$ cat src/rtl/core/rpid_pkg.sv
// Shared constants, types and the microcode program of the ramped PID speed loop.
package rpid_pkg;

  localparam int MOTOR_COUNT = 4;
  localparam int MOTOR_W     = $clog2(MOTOR_COUNT);
  localparam int DUTY_MAX    = 1000;
  localparam int DUTY_W      = 10;
  localparam int DUTY_HALF   = DUTY_MAX / 2;
  localparam int STEP_W      = 3;
  localparam int MUL_A_W     = 35;
  localparam int MUL_B_W     = 25;
  localparam int PROD_W      = 56;
  localparam int ACC_W       = 56;
  localparam int SUM_SHIFT   = 17;

  typedef enum logic [2:0] {
    CFG_ACCEL  = 3'd0,
    CFG_SCALE  = 3'd1,
    CFG_GAIN_P = 3'd2,
    CFG_GAIN_I = 3'd3,
    CFG_GAIN_D = 3'd4,
    CFG_MOTORS = 3'd5
  } cfg_reg_e;

  typedef struct packed {
    logic [15:0] accel_step;
    logic [23:0] speed_scale;
    logic [15:0] gain_p;
    logic [15:0] gain_i;
    logic [15:0] gain_d;
    logic [2:0]  motors_enabled;
  } cfg_t;

  typedef enum logic [2:0] {
    MUL_NONE = 3'd0,
    MUL_MEAS = 3'd1,
    MUL_P    = 3'd2,
    MUL_I    = 3'd3,
    MUL_D    = 3'd4
  } mul_sel_e;

  typedef enum logic [1:0] {
    ACC_HOLD  = 2'd0,
    ACC_LOAD2 = 2'd1,
    ACC_ADD1  = 2'd2,
    ACC_ADD2  = 2'd3
  } acc_op_e;

  typedef enum logic [1:0] {
    JMP_NEXT     = 2'd0,
    JMP_NO_INPUT = 2'd1,
    JMP_BYPASS   = 2'd2,
    JMP_OUT_BUSY = 2'd3
  } jmp_e;

  localparam logic [STEP_W-1:0] ST_IDLE  = 3'd0;
  localparam logic [STEP_W-1:0] ST_MEAS  = 3'd1;
  localparam logic [STEP_W-1:0] ST_ERR   = 3'd2;
  localparam logic [STEP_W-1:0] ST_MUL_P = 3'd3;
  localparam logic [STEP_W-1:0] ST_MUL_I = 3'd4;
  localparam logic [STEP_W-1:0] ST_MUL_D = 3'd5;
  localparam logic [STEP_W-1:0] ST_SUM   = 3'd6;
  localparam logic [STEP_W-1:0] ST_FIN   = 3'd7;

  typedef struct packed {
    logic              in_ready;
    mul_sel_e          mul_sel;
    acc_op_e           acc_op;
    logic              ld_ramp;
    logic              ld_err;
    logic              finish;
    jmp_e              jmp;
    logic [STEP_W-1:0] target;
  } ctrl_t;

  typedef struct packed {
    logic in_valid;
    logic bypass;
    logic out_busy;
  } status_t;

  // Control store: one word per step. A taken jump loads the target, otherwise
  // the step counter advances (and wraps from the last step back to idle).
  function automatic ctrl_t ucode(input logic [STEP_W-1:0] step);
    ctrl_t w;
    w = '0;
    case (step)
      ST_IDLE: begin
        w.in_ready = 1'b1;
        w.jmp      = JMP_NO_INPUT;
        w.target   = ST_IDLE;
      end
      ST_MEAS: begin
        w.mul_sel = MUL_MEAS;
        w.ld_ramp = 1'b1;
        w.jmp     = JMP_BYPASS;
        w.target  = ST_FIN;
      end
      ST_ERR: begin
        w.ld_err = 1'b1;
      end
      ST_MUL_P: begin
        w.mul_sel = MUL_P;
      end
      ST_MUL_I: begin
        w.mul_sel = MUL_I;
        w.acc_op  = ACC_LOAD2;
      end
      ST_MUL_D: begin
        w.mul_sel = MUL_D;
        w.acc_op  = ACC_ADD1;
      end
      ST_SUM: begin
        w.acc_op = ACC_ADD2;
      end
      ST_FIN: begin
        w.finish = 1'b1;
        w.jmp    = JMP_OUT_BUSY;
        w.target = ST_FIN;
      end
      default: begin
        w = '0;
      end
    endcase
    return w;
  endfunction

endpackage

$ cat src/rtl/core/rpid_seq.sv
// Microcode sequencer: step counter, control store lookup and conditional jumps.
module rpid_seq (
  input  logic             clk_i,
  input  logic             rst_ni,
  input  rpid_pkg::status_t status_i,
  output rpid_pkg::ctrl_t   ctrl_o
);

  logic [rpid_pkg::STEP_W-1:0] step_q, step_d;
  logic                        take;

  assign ctrl_o = rpid_pkg::ucode(step_q);

  always_comb begin
    case (ctrl_o.jmp)
      rpid_pkg::JMP_NEXT:     take = 1'b0;
      rpid_pkg::JMP_NO_INPUT: take = ~status_i.in_valid;
      rpid_pkg::JMP_BYPASS:   take = status_i.bypass;
      rpid_pkg::JMP_OUT_BUSY: take = status_i.out_busy;
      default:                take = 1'b0;
    endcase
    step_d = take ? ctrl_o.target : step_q + rpid_pkg::STEP_W'(1);
  end

  always_ff @(posedge clk_i or negedge rst_ni) begin
    if (!rst_ni) begin
      step_q <= rpid_pkg::ST_IDLE;
    end else begin
      step_q <= step_d;
    end
  end

endmodule

$ cat src/rtl/core/rpid_dp.sv
// Datapath: per-motor state, ramp, shared multiplier, accumulator and result register.
module rpid_dp (
  input  logic              clk_i,
  input  logic              rst_ni,
  input  rpid_pkg::ctrl_t   ctrl_i,
  input  rpid_pkg::cfg_t    cfg_i,
  output rpid_pkg::status_t status_o,
  input  logic              s_axis_tvalid,
  input  logic [47:0]       s_axis_tdata,
  input  logic [2:0]        s_axis_tuser,
  output logic              m_axis_tvalid,
  input  logic              m_axis_tready,
  output logic [47:0]       m_axis_tdata,
  output logic [2:0]        m_axis_tuser
);

  localparam int MC = rpid_pkg::MOTOR_COUNT;
  localparam int MW = rpid_pkg::MOTOR_W;
  localparam int DW = rpid_pkg::DUTY_W;
  localparam logic signed [17:0] DUTY_MAX_S = 18'(rpid_pkg::DUTY_MAX);
  localparam logic [DW-1:0] DUTY_HALF_V = DW'(rpid_pkg::DUTY_HALF);
  localparam logic [DW-1:0] DUTY_MAX_V  = DW'(rpid_pkg::DUTY_MAX);
  localparam logic signed [rpid_pkg::ACC_W-1:0] TRUNC_BIAS =
    {{(rpid_pkg::ACC_W - rpid_pkg::SUM_SHIFT){1'b0}}, {rpid_pkg::SUM_SHIFT{1'b1}}};

  // Latched input item
  logic [MW-1:0]      m_q;
  logic signed [15:0] tgt_q;
  logic [31:0]        enc_q;
  logic               restart_q;

  // Per-motor state
  logic signed [15:0] ramp_st_q [MC];
  logic [31:0]        base_st_q [MC];
  logic signed [31:0] e1_st_q   [MC];
  logic signed [31:0] e2_st_q   [MC];
  logic [DW-1:0]      duty_st_q [MC];

  // Working registers
  logic signed [15:0]                  ramp_q;
  logic signed [31:0]                  e_q;
  logic signed [15:0]                  meas_q;
  logic signed [rpid_pkg::PROD_W-1:0]  prod_q;
  logic signed [rpid_pkg::ACC_W-1:0]   acc_q;

  // Result register
  logic               out_valid_q;
  logic [MW-1:0]      out_m_q;
  logic [DW-1:0]      out_duty_q;
  logic [15:0]        out_ramp_q;
  logic [15:0]        out_meas_q;
  logic               out_reg_q;

  logic accept, fire, m_ok, m_en;
  assign accept = s_axis_tvalid & ctrl_i.in_ready;
  assign m_ok   = 32'(m_q) < MC;
  assign m_en   = {1'b0, m_q} < cfg_i.motors_enabled;
  assign fire   = ctrl_i.finish & (~out_valid_q | m_axis_tready);

  assign status_o.in_valid = s_axis_tvalid;
  assign status_o.bypass   = ~m_ok | ~m_en | restart_q;
  assign status_o.out_busy = out_valid_q & ~m_axis_tready;

  // Ramp toward the target by at most accel_step.
  logic signed [15:0] ramp_cur, ramp_n;
  logic signed [17:0] ramp_x, tgt_x, accel_x, ramp_up, ramp_dn;
  always_comb begin
    ramp_cur = ramp_st_q[m_q];
    ramp_x   = {{2{ramp_cur[15]}}, ramp_cur};
    tgt_x    = {{2{tgt_q[15]}}, tgt_q};
    accel_x  = $signed({2'b00, cfg_i.accel_step});
    ramp_up  = ramp_x + accel_x;
    ramp_dn  = ramp_x - accel_x;
    if (ramp_cur < tgt_q) begin
      ramp_n = (ramp_up > tgt_x) ? tgt_q : ramp_up[15:0];
    end else if (ramp_cur > tgt_q) begin
      ramp_n = (ramp_dn < tgt_x) ? tgt_q : ramp_dn[15:0];
    end else begin
      ramp_n = ramp_cur;
    end
  end

  // Shared multiplier operands
  logic signed [31:0]                  delta;
  logic signed [rpid_pkg::MUL_A_W-1:0] delta_x, e_x, e1_x, e2_x, d_p, d_i, d_d, mul_a;
  logic signed [rpid_pkg::MUL_B_W-1:0] mul_b;
  logic signed [rpid_pkg::MUL_A_W+rpid_pkg::MUL_B_W-1:0] prod_full;
  always_comb begin
    delta   = $signed(enc_q - base_st_q[m_q]);
    delta_x = rpid_pkg::MUL_A_W'(delta);
    e_x     = rpid_pkg::MUL_A_W'(e_q);
    e1_x    = rpid_pkg::MUL_A_W'(e1_st_q[m_q]);
    e2_x    = rpid_pkg::MUL_A_W'(e2_st_q[m_q]);
    d_p     = e_x - e1_x;
    d_i     = e_x + e1_x;
    d_d     = e_x - (e1_x <<< 1) + e2_x;
    case (ctrl_i.mul_sel)
      rpid_pkg::MUL_MEAS: begin
        mul_a = delta_x;
        mul_b = $signed({1'b0, cfg_i.speed_scale});
      end
      rpid_pkg::MUL_P: begin
        mul_a = d_p;
        mul_b = {{9{cfg_i.gain_p[15]}}, cfg_i.gain_p};
      end
      rpid_pkg::MUL_I: begin
        mul_a = d_i;
        mul_b = {{9{cfg_i.gain_i[15]}}, cfg_i.gain_i};
      end
      rpid_pkg::MUL_D: begin
        mul_a = d_d;
        mul_b = {{9{cfg_i.gain_d[15]}}, cfg_i.gain_d};
      end
      default: begin
        mul_a = '0;
        mul_b = '0;
      end
    endcase
    prod_full = mul_a * mul_b;
  end

  // Error in Q.8 and measured whole speed, both saturated.
  logic signed [47:0] meas_q8;
  logic signed [48:0] diff;
  logic signed [31:0] e_n;
  logic [39:0]        meas_whole;
  logic signed [15:0] meas_n;
  always_comb begin
    meas_q8    = prod_q[55:8];
    diff       = $signed({{25{ramp_q[15]}}, ramp_q, 8'h00}) -
                 $signed({meas_q8[47], meas_q8});
    if ((&diff[48:31]) | ~(|diff[48:31])) begin
      e_n = diff[31:0];
    end else begin
      e_n = diff[48] ? 32'sh8000_0000 : 32'sh7FFF_FFFF;
    end
    meas_whole = prod_q[55:16];
    if ((&meas_whole[39:15]) | ~(|meas_whole[39:15])) begin
      meas_n = meas_whole[15:0];
    end else begin
      meas_n = meas_whole[39] ? 16'sh8000 : 16'sh7FFF;
    end
  end

  // Duty update: sum / 2^17 toward zero, saturate to int16, clamp to 0..max.
  logic signed [rpid_pkg::ACC_W-1:0] acc_adj;
  logic [38:0]        q_sum;
  logic signed [15:0] pd;
  logic signed [17:0] dsum;
  logic [DW-1:0]      duty_cur, duty_n;
  always_comb begin
    acc_adj  = acc_q + (acc_q[rpid_pkg::ACC_W-1] ? TRUNC_BIAS : '0);
    q_sum    = acc_adj[rpid_pkg::ACC_W-1:rpid_pkg::SUM_SHIFT];
    if ((&q_sum[38:15]) | ~(|q_sum[38:15])) begin
      pd = q_sum[15:0];
    end else begin
      pd = q_sum[38] ? 16'sh8000 : 16'sh7FFF;
    end
    duty_cur = duty_st_q[m_q];
    dsum     = $signed({{(18 - DW){1'b0}}, duty_cur}) + $signed({{2{pd[15]}}, pd});
    if (dsum < 0) begin
      duty_n = '0;
    end else if (dsum > DUTY_MAX_S) begin
      duty_n = DUTY_MAX_V;
    end else begin
      duty_n = dsum[DW-1:0];
    end
  end

  // Payload registers
  always_ff @(posedge clk_i) begin
    if (accept) begin
      m_q       <= s_axis_tuser[MW-1:0];
      restart_q <= s_axis_tuser[2];
      tgt_q     <= s_axis_tdata[15:0];
      enc_q     <= s_axis_tdata[47:16];
    end
    if (ctrl_i.ld_ramp) begin
      ramp_q <= ramp_n;
    end
    if (ctrl_i.mul_sel != rpid_pkg::MUL_NONE) begin
      prod_q <= prod_full[rpid_pkg::PROD_W-1:0];
    end
    if (ctrl_i.ld_err) begin
      e_q    <= e_n;
      meas_q <= meas_n;
    end
    case (ctrl_i.acc_op)
      rpid_pkg::ACC_LOAD2: acc_q <= prod_q <<< 1;
      rpid_pkg::ACC_ADD1:  acc_q <= acc_q + prod_q;
      rpid_pkg::ACC_ADD2:  acc_q <= acc_q + (prod_q <<< 1);
      default:             acc_q <= acc_q;
    endcase
    if (fire) begin
      out_m_q <= m_q;
      if (!m_ok) begin
        out_duty_q <= '0;
        out_ramp_q <= '0;
        out_meas_q <= '0;
        out_reg_q  <= 1'b0;
      end else if (!m_en) begin
        out_duty_q <= duty_cur;
        out_ramp_q <= ramp_cur;
        out_meas_q <= '0;
        out_reg_q  <= 1'b0;
      end else if (restart_q) begin
        out_duty_q <= DUTY_HALF_V;
        out_ramp_q <= '0;
        out_meas_q <= '0;
        out_reg_q  <= 1'b0;
      end else begin
        out_duty_q <= duty_n;
        out_ramp_q <= ramp_q;
        out_meas_q <= meas_q;
        out_reg_q  <= 1'b1;
      end
    end
  end

  // Per-motor state and result valid
  always_ff @(posedge clk_i or negedge rst_ni) begin
    if (!rst_ni) begin
      out_valid_q <= 1'b0;
      for (int i = 0; i < MC; i++) begin
        ramp_st_q[i] <= '0;
        base_st_q[i] <= '0;
        e1_st_q[i]   <= '0;
        e2_st_q[i]   <= '0;
        duty_st_q[i] <= DUTY_HALF_V;
      end
    end else begin
      if (fire) begin
        out_valid_q <= 1'b1;
      end else if (m_axis_tready) begin
        out_valid_q <= 1'b0;
      end
      if (fire && m_ok && m_en) begin
        base_st_q[m_q] <= enc_q;
        if (restart_q) begin
          ramp_st_q[m_q] <= '0;
          e1_st_q[m_q]   <= '0;
          e2_st_q[m_q]   <= '0;
          duty_st_q[m_q] <= DUTY_HALF_V;
        end else begin
          ramp_st_q[m_q] <= ramp_q;
          e1_st_q[m_q]   <= e_q;
          e2_st_q[m_q]   <= e1_st_q[m_q];
          duty_st_q[m_q] <= duty_n;
        end
      end
    end
  end

  assign m_axis_tvalid = out_valid_q;
  assign m_axis_tdata  = {6'b0, out_meas_q, out_ramp_q, out_duty_q};
  assign m_axis_tuser  = {out_reg_q, out_m_q};

endmodule

$ cat src/rtl/core/ramped_incremental_pid_speed_loop.sv
// Top level of the ramped incremental PID speed loop: configuration registers and core.
// Each accepted transfer is one control tick for one motor. A regulated tick runs the measure,
// error, P, I, D, sum and finish steps before its result is loaded into the output register,
// because one shared multiplier is used four times in the microcode program (encoder delta times
// scale, then the P, I and D terms); a restart tick or a tick for a motor that is not enabled
// runs only the measure and finish steps. The next transfer is accepted in the idle step after
// the result is loaded, even while it still waits in the output register. Configuration
// writes are always ready and must be made only while no tick is in flight. The ramp, encoder
// baseline, error history and duty of every motor are held in flip-flops and reset at once.
module ramped_incremental_pid_speed_loop (
  input  logic        clk_i,
  input  logic        rst_ni,
  input  logic        s_axis_tvalid,
  output logic        s_axis_tready,
  input  logic [47:0] s_axis_tdata,   // target_speed[15:0], encoder_count[47:16]
  input  logic [2:0]  s_axis_tuser,   // motor[1:0], restart[2]
  output logic        m_axis_tvalid,
  input  logic        m_axis_tready,
  output logic [47:0] m_axis_tdata,   // duty[9:0], ramped_speed[25:10], measured_speed[41:26]
  output logic [2:0]  m_axis_tuser,   // motor_out[1:0], regulated[2]
  input  logic        cfg_valid_i,
  output logic        cfg_ready_o,
  input  logic [2:0]  cfg_index_i,
  input  logic [23:0] cfg_data_i
);

  rpid_pkg::cfg_t    cfg_q;
  rpid_pkg::ctrl_t   ctrl;
  rpid_pkg::status_t status;

  assign cfg_ready_o = 1'b1;

  always_ff @(posedge clk_i or negedge rst_ni) begin
    if (!rst_ni) begin
      cfg_q <= '0;
    end else if (cfg_valid_i) begin
      case (cfg_index_i)
        rpid_pkg::CFG_ACCEL:  cfg_q.accel_step     <= cfg_data_i[15:0];
        rpid_pkg::CFG_SCALE:  cfg_q.speed_scale    <= cfg_data_i;
        rpid_pkg::CFG_GAIN_P: cfg_q.gain_p         <= cfg_data_i[15:0];
        rpid_pkg::CFG_GAIN_I: cfg_q.gain_i         <= cfg_data_i[15:0];
        rpid_pkg::CFG_GAIN_D: cfg_q.gain_d         <= cfg_data_i[15:0];
        rpid_pkg::CFG_MOTORS: cfg_q.motors_enabled <= cfg_data_i[2:0];
        default:              cfg_q                <= cfg_q;
      endcase
    end
  end

  rpid_seq u_seq (
    .clk_i    (clk_i),
    .rst_ni   (rst_ni),
    .status_i (status),
    .ctrl_o   (ctrl)
  );

  rpid_dp u_dp (
    .clk_i         (clk_i),
    .rst_ni        (rst_ni),
    .ctrl_i        (ctrl),
    .cfg_i         (cfg_q),
    .status_o      (status),
    .s_axis_tvalid (s_axis_tvalid),
    .s_axis_tdata  (s_axis_tdata),
    .s_axis_tuser  (s_axis_tuser),
    .m_axis_tvalid (m_axis_tvalid),
    .m_axis_tready (m_axis_tready),
    .m_axis_tdata  (m_axis_tdata),
    .m_axis_tuser  (m_axis_tuser)
  );

  assign s_axis_tready = ctrl.in_ready;

  // A tick in flight blocks the next one.
  a_one_in_flight: assert property (@(posedge clk_i) disable iff (!rst_ni)
    (s_axis_tvalid && s_axis_tready) |=> !s_axis_tready)
    else $error("input accepted while a tick is still in flight");

  // A new result only appears after the finishing step of the program.
  a_result_from_fin: assert property (@(posedge clk_i) disable iff (!rst_ni)
    $rose(m_axis_tvalid) |-> $past(ctrl.finish))
    else $error("result appeared outside the finishing step");

  // Duty never leaves its clamp range.
  a_duty_range: assert property (@(posedge clk_i) disable iff (!rst_ni)
    m_axis_tvalid |-> (m_axis_tdata[9:0] <= rpid_pkg::DUTY_MAX))
    else $error("duty above maximum");

  // Measured speed is reported only when the loop ran.
  a_meas_unregulated: assert property (@(posedge clk_i) disable iff (!rst_ni)
    (m_axis_tvalid && !m_axis_tuser[2]) |-> (m_axis_tdata[41:26] == 16'h0000))
    else $error("measured speed set on an unregulated result");

endmodule

$ cat config.mk
export PLATFORM = sky130hd
export DESIGN_NAME = ramped_incremental_pid_speed_loop
export DESIGN_NICKNAME = d
export VERILOG_FILES = /design/src/rtl/core/rpid_pkg.sv /design/src/rtl/core/rpid_seq.sv /design/src/rtl/core/rpid_dp.sv /design/src/rtl/core/ramped_incremental_pid_speed_loop.sv
export SDC_FILE = /design/constraint.sdc
export NUM_CORES = 2
export LEC_CHECK = 0
export CAP_MARGIN = 30
export CORE_AREA = 3 3 366 368
export CTS_CLUSTER_DIAMETER = 150
export DETAILED_ROUTE_END_ITERATION = 6
export DIE_AREA = 0 0 369 371
export DONT_BUFFER_PORTS = 1
export HOLD_SLACK_MARGIN = 0.06
export PLACE_DENSITY_LB_ADDON = 0.1
export SYNTH_ARGS = -nofsm -noshare
export SYNTH_HDL_FRONTEND = slang
export SYNTH_SLANG_ARGS = --single-unit
$ cat constraint.sdc
create_clock -name clk_i -period 15.7 [get_ports clk_i]
set_input_delay 0.785 -clock clk_i [delete_from_list [all_inputs] [get_ports clk_i]]
set_output_delay 0.785 -clock clk_i [all_outputs]
set_load 0.05 [all_outputs]
# Word-level counts from Yosys, hierarchy flattened
# Index checks and enable logic that the tools add are counted.
[word_totals] out_inout_bits=54 inputBits=83 ff_bits=855
[classes] order_cmp=9 addsub=13 n_eq_ne=22 bitwise=24 n_mux=62 mul=1 reduce_logical=21
[ops] op="bitwise mux 128 bit" n=3
[ops] op="two-way mux 32 bit" n=9
[ops] op="AND 128 bit" n=2
[ops] op="two-way mux 128 bit" n=2
[ops] op="two-way mux 16 bit" n=13
[ops] op="binary-select mux 32 bit (select 2 bit)" n=3
[ops] op="adder 56 bit" n=3
[ops] op="case mux 56 bit (3 select lines)" n=1
[ops] op="case mux 35 bit (4 select lines)" n=1
[ops] op="NOT 128 bit" n=1
[ops] op="case mux 25 bit (4 select lines)" n=1
[ops] op="two-way mux 10 bit" n=7
[ops] op="AND 64 bit" n=1
[ops] op="bitwise mux 64 bit" n=1
[ops] op="demux 32 bit (select 2 bit)" n=1
[ops] op="two-way mux 64 bit" n=1
[ops] op="NOT 64 bit" n=1
[ops] op="multiplier 35 x 25 -> 56 bit" n=1
[ops] op="subtractor 24 x 48 -> 49 bit" n=1
[ops] op="bitwise mux 40 bit" n=1
[ops] op="two-way mux 40 bit" n=1
[ops] op="adder 34 x 32 -> 35 bit" n=1
[ops] op="subtractor 32 x 33 -> 34 bit" n=1
[ops] op="adder 32 x 32 -> 33 bit" n=1
[ops] op="51 further kinds" n=94

# Logic depth before layout (Yosys ltp)
[logic_depth] ltp_word=12 ltp_mapped=51 ltp_nobuf=46

# Cells and area by module
# Synthesis repeated with hierarchy kept, for this count alone.
[hier_totals] cells_unflattened=8683 hier_area_um2=83463.8
[by_module_without_submodules] module="rpid_dp" n_inst=1 cells_per_inst=8442 area_per_inst_um2=79590.1 seq_area_each_um2=20434.6
[by_module_without_submodules] module="ramped_incremental_pid_speed_loop" n_inst=1 cells_per_inst=199 area_per_inst_um2=3508.4 seq_area_each_um2=2277.2
[by_module_without_submodules] module="rpid_seq" n_inst=1 cells_per_inst=42 area_per_inst_um2=365.4 seq_area_each_um2=75.1

# Least setup slack after synthesis
# OpenSTA, ideal clock, no wires.
[synth_timing] path_kind="register to register" start="register u_dp.m_q[0]" end="register u_dp.prod_q[55] (netlist name) (data pin)" period_less_slack_ns=13.116 setup_time_ns=0.267 path_stages_with_launch=49 t_arrival_ns=12.850 path_slack_ns=2.584 cell_sequence="edfxtp_1 > clkbuf_1 > clkbuf_1 > clkbuf_1 > buf_1 > mux4_2 > inv_1 > fa_1 > inv_1 > ha_1 > a21o_1 > a2111o_1 > o211ai_1 > a21boi_0 > o211ai_1 > a21boi_0 > o21ai_0 > a21oi_1 > [... 13 more ...] > fa_1 > inv_1 > fa_1 > inv_1 > ha_1 > a21o_1 > a21o_1 > a2111oi_0 > o31a_1 > o31ai_1 > nand2_1 > a31oi_1 > a211oi_1 > o21a_1 > nor3_1 > nor3_1 > xnor3_1 > xor2_1"
[synth_via] elab_chain_len=8 word_cells_on_any_way=17 cone_classes="5 x add/sub; 1 x mul; 10 x mux; 1 x bitwise"
[synth_rtl] item="start, declared" line_no="rpid_dp.sv:27" rtl="logic [MW-1:0] m_q;"
[synth_rtl] item="start signal, assigned" line_no="rpid_dp.sv:173" rtl="m_q <= s_axis_tuser[MW-1:0];"
[synth_rtl] item="NOT 2 -> 3 bit (not written as such) *" line_no="rpid_dp.sv:89, rpid_dp.sv:92, rpid_dp.sv:93"
[synth_rtl] item="binary-select mux 32 bit (select 2 bit)" line_no="rpid_dp.sv:92" rtl="e1_x = rpid_pkg::MUL_A_W'(e1_st_q[m_q]);"
[synth_rtl] item="two-way mux 32 bit (not written as such) (2 in series)" line_no="rpid_dp.sv:92"
[synth_rtl] item="subtractor 32 x 33 -> 34 bit" line_no="rpid_dp.sv:96" rtl="d_d = e_x - (e1_x <<< 1) + e2_x;"
[synth_rtl] item="adder 34 x 32 -> 35 bit" line_no="rpid_dp.sv:96"
[synth_rtl] item="case mux 35 bit (4 select lines) *" line_no="rpid_dp.sv:97" rtl="case (ctrl_i.mul_sel)"
[synth_rtl] item="multiplier 35 x 25 -> 56 bit *" line_no="rpid_dp.sv:119" rtl="prod_full = mul_a * mul_b;"
[synth_rtl] item="named net u_dp.prod_full (one bit)" line_no="rpid_dp.sv:87" rtl="logic signed [rpid_pkg::MUL_A_W+rpid_pkg::MUL_B_W-1:0] prod_full;"
[synth_rtl] item="end signal, assigned" line_no="rpid_dp.sv:182" rtl="prod_q <= prod_full[rpid_pkg::PROD_W-1:0];"
[synth_rtl] item="end, declared" line_no="rpid_dp.sv:43" rtl="logic signed [rpid_pkg::PROD_W-1:0] prod_q;"
# The timed path passes the listed nets; every way through them passes the cells marked *. The select of a mux whose other input is x is not followed.
# A chain may end at the register's enable or synchronous reset.

# Worst setup path after layout
# Ends and elaborated chain as after synthesis.

==> results.json <==
{
  "status": "complete, no violations",
  "htree_levels": 3,
  "crit_slowest_cell": "a211oi_2",
  "dpl_cell_area_sq_um": 87020,
  "fmax_ghz": 0.07175,
  "cts_buffers": 94,
  "syn_inst": 8945,
  "clockBufferDepth": 3,
  "critical_path.most_common_cell": "fa_1",
  "slowest_delay_ns": 0.88,
  "path_clk_slew_ns": 0.06,
  "finalCritPeriodShare_pct": 88.77,
  "yosysUniqueCellTypes": 103,
  "port_buffers": 0,
  "synthMuxAreaShare_pct": 6.457,
  "fp-row-count": 133,
  "synthXorXnorAreaFrac_pct": 3.518,
  "synth_seq_cells": 855,
  "cp_max_fo": 9,
  "setup_viol_count_final": 0,
  "hpwl_um": 208300,
  "vias": 67770,
  "final_common_cell": "inv_1",
  "start_kind": "flop",
  "final_cell_area_sq_um": 90490,
  "rsz0062_at_grt": "false",
  "crit_family": "compound AO/OA/AOI/OAI gates",
  "ys.flop_type": "dfrtp_1",
  "start_util_pct": 64.67,
  "remaining_drc_errors": 0,
  "synth_edf_count": 272,
  "yosys.area.top_type_share_pct": 20.94,
  "cts_root_buf": "clkbuf_16",
  "die_area_sq_um": 136900,
  "grt_pass1_wl_um": 414800,
  "fin_nets": 10350,
  "maxCapViolations": 0,
  "yosysWarnings": 0,
  "drtPass1Iterations": 6,
  "grt_use_total_pct": 40.30,
  "async_flop_share_pct": 68.19,
  "postRouteAntennaNets": 0,
  "synth_compound_area_share_pct": 13.45,
  "antenna_found_initial": 13,
  "viasPerCell": 6.352,
  "ys_seq_area_share_pct": 26.87,
  "wl_um": 273800,
  "io_pins": 137,
  "critPathCaptureType": "flop",
  "path_class": "reg2reg",
  "period_needed_ns": 13.94,
  "wire_per_inst_um": 25.67,
  "slew_violations": 0,
  "setup-tns-final_ns": 0,
  "relSlewSlack_pct": 26.07,
  "path_buf_inv": 5,
  "hold_viol": 0,
  "die_y_um": 371,
  "fin_skew_ns": 0.06198,
  "cts_sinks": 855,
  "area_delta_synth_final_pct": 6.709,
  "avgSynthCellArea_sq_um": 9.480,
  "drt_iter0_markers": 6600,
  "synthesis.area_sq_um": 84800,
  "cp.required_ns": 16.11,
  "fin_util_pct": 69.01,
  "tightest_slew_ns": 1.107,
  "synthSimpleGateAreaFrac_pct": 13.33,
  "mostFrequentLayoutCells": "inv_1, nand2_1, fa_1, o21ai_0, nor2_1",
  "cts_setup_buffers": 0,
  "synthAdderAreaFrac_pct": 29.08,
  "core_area_sq_um": 131100,
  "grt_max_degree": 567,
  "critical_path_arrival_ns": 14.35,
  "clkLatencyLatePin_ns": 0.74,
  "yosys.area.top_type": "fa_1",
  "gp_congestion": 0.9962,
  "final_layout_size_suffix_gt1_share_pct": 9.128,
  "grt-ovfl-total": 0,
  "cts_tree": "built",
  "whs_ns": 0.1453,
  "synth_top_family_by_area": "adder cells",
  "hp-class": "in2reg",
  "grt_pass1_vias": 68760,
  "synth_area_leaders": "fa_1, dfrtp_1, edfxtp_1, ha_1, inv_1",
  "die_w_um": 369
}
==> registers in the layout, summed over array words and instances (netlist names) <==
name / count
u_dp.base_st_q: 128
u_dp.e1_st_q: 128
u_dp.e2_st_q: 128
cfg_q: 91
u_dp.ramp_st_q: 64
u_dp.acc_q: 56
u_dp.prod_q: 56
u_dp.duty_st_q: 40
u_dp.e_q: 32
u_dp.enc_q: 32
u_dp.meas_q: 16
u_dp.out_meas_q: 16
u_dp.out_ramp_q: 16
u_dp.ramp_q: 16
u_dp.tgt_q: 16
u_dp.out_duty_q: 10
u_seq.step_q: 3
u_dp.m_q: 2
u_dp.out_m_q: 2
u_dp.m_axis_tvalid: 1
u_dp.out_reg_q: 1
u_dp.restart_q: 1
==> area by class of cell <==
type / count / area (sq um)
Antenna cell: 6 / 15.01
Clock buffer: 122 / 2592
Clock inverter: 56 / 645.6
Fill cell: 10410 / 40640
Inverter: 1238 / 4647
Multi-Input combinational cell: 6474 / 56190
Sequential cell: 855 / 22790
Tap cell: 1755 / 2196
Timing Repair Buffer: 162 / 1418
==> worst register-to-register path, delay by kind of cell (launching register included) <==
family / cells / cell delay [ns]
flops: 1 / 0.71
simple gates: 9 / 1.39
mux: 2 / 0.68
buf+inv: 5 / 0.43
fa+ha+maj: 10 / 4.73
compound gates: 12 / 5.16
xor+xnor: 2 / 0.52
==> layer usage <==
layer / track usage, % / up-vias / part of all wire [%]
li1: - / 29650 / -
met1: 50.82 / 33720 / 37
met2: 63.93 / 3399 / 46
met3: 8.879 / 995 / 9.7
met4: 24.42 / 6 / 7.4
met5: 0 / - / 0.017
==> path summary, 6_finish.rpt <==
| kind | start | endpoint | slack [ns] | depth (start not counted) |
|---|---|---|---|---|
| setup / recovery | u_dp.m_q[0] | u_dp.prod_q[55] | 1.76 | 40 |
| hold / removal | s_axis_tdata[47] | u_dp.enc_q[31] | 0.15 | 0 |
| setup reg to reg | u_dp.m_q[0] | u_dp.prod_q[55] | 1.76 | 40 |
| hold reg to reg | u_dp.ramp_st_q[14] | u_dp.ramp_st_q[14] | 0.48 | 2 |
| max in group asynchronous | rst_ni | cfg_q[22] | 12.51 | 5 |
| min in group asynchronous | rst_ni | u_dp.base_st_q[72] | 0.69 | 2 |
==> kinds of logic after synthesis <==
logic type | count (synthesis)
compound gates | 1820
xor+xnor | 339
fa+ha+maj | 1439
buf+inv | 1621
flops | 855
mux | 369
other cells | 2
simple gates | 2500
==> cells in the mapped netlist (59+ instances only) <==
master    instances
inv_1          1238
nand2_1        1119
fa_1            887
o21ai_0         654
nor2_1          596
dfrtp_1         559
ha_1            552
a21oi_1         379
clkbuf_1        325
edfxtp_1        272
xnor2_1         211
mux2_2          204
a21o_1          188
nand2b_1        176
xor2_1          127
mux4_2          122
nand3_1          99
and2_1           87
nor3_1           87
o21a_1           73
o21bai_1         59
==> through the flow <==
step	setup slack, ns	instances
after CTS	1.707	10650
after detailed placement	1.858	10470
after global placement	2.124	10470
after global routing	1.126	10660
after floorplan	2.584	8950
final	1.762	10670
==> timing repair <==
item,in CTS,in global routing
endpoints found under the hold margin,566,41
hold buffers,3,1
resized for setup,0,0
Power is left out: the tool's default activity adds up to more than one toggle a clock period on the data nets, which glitch-free logic cannot reach.
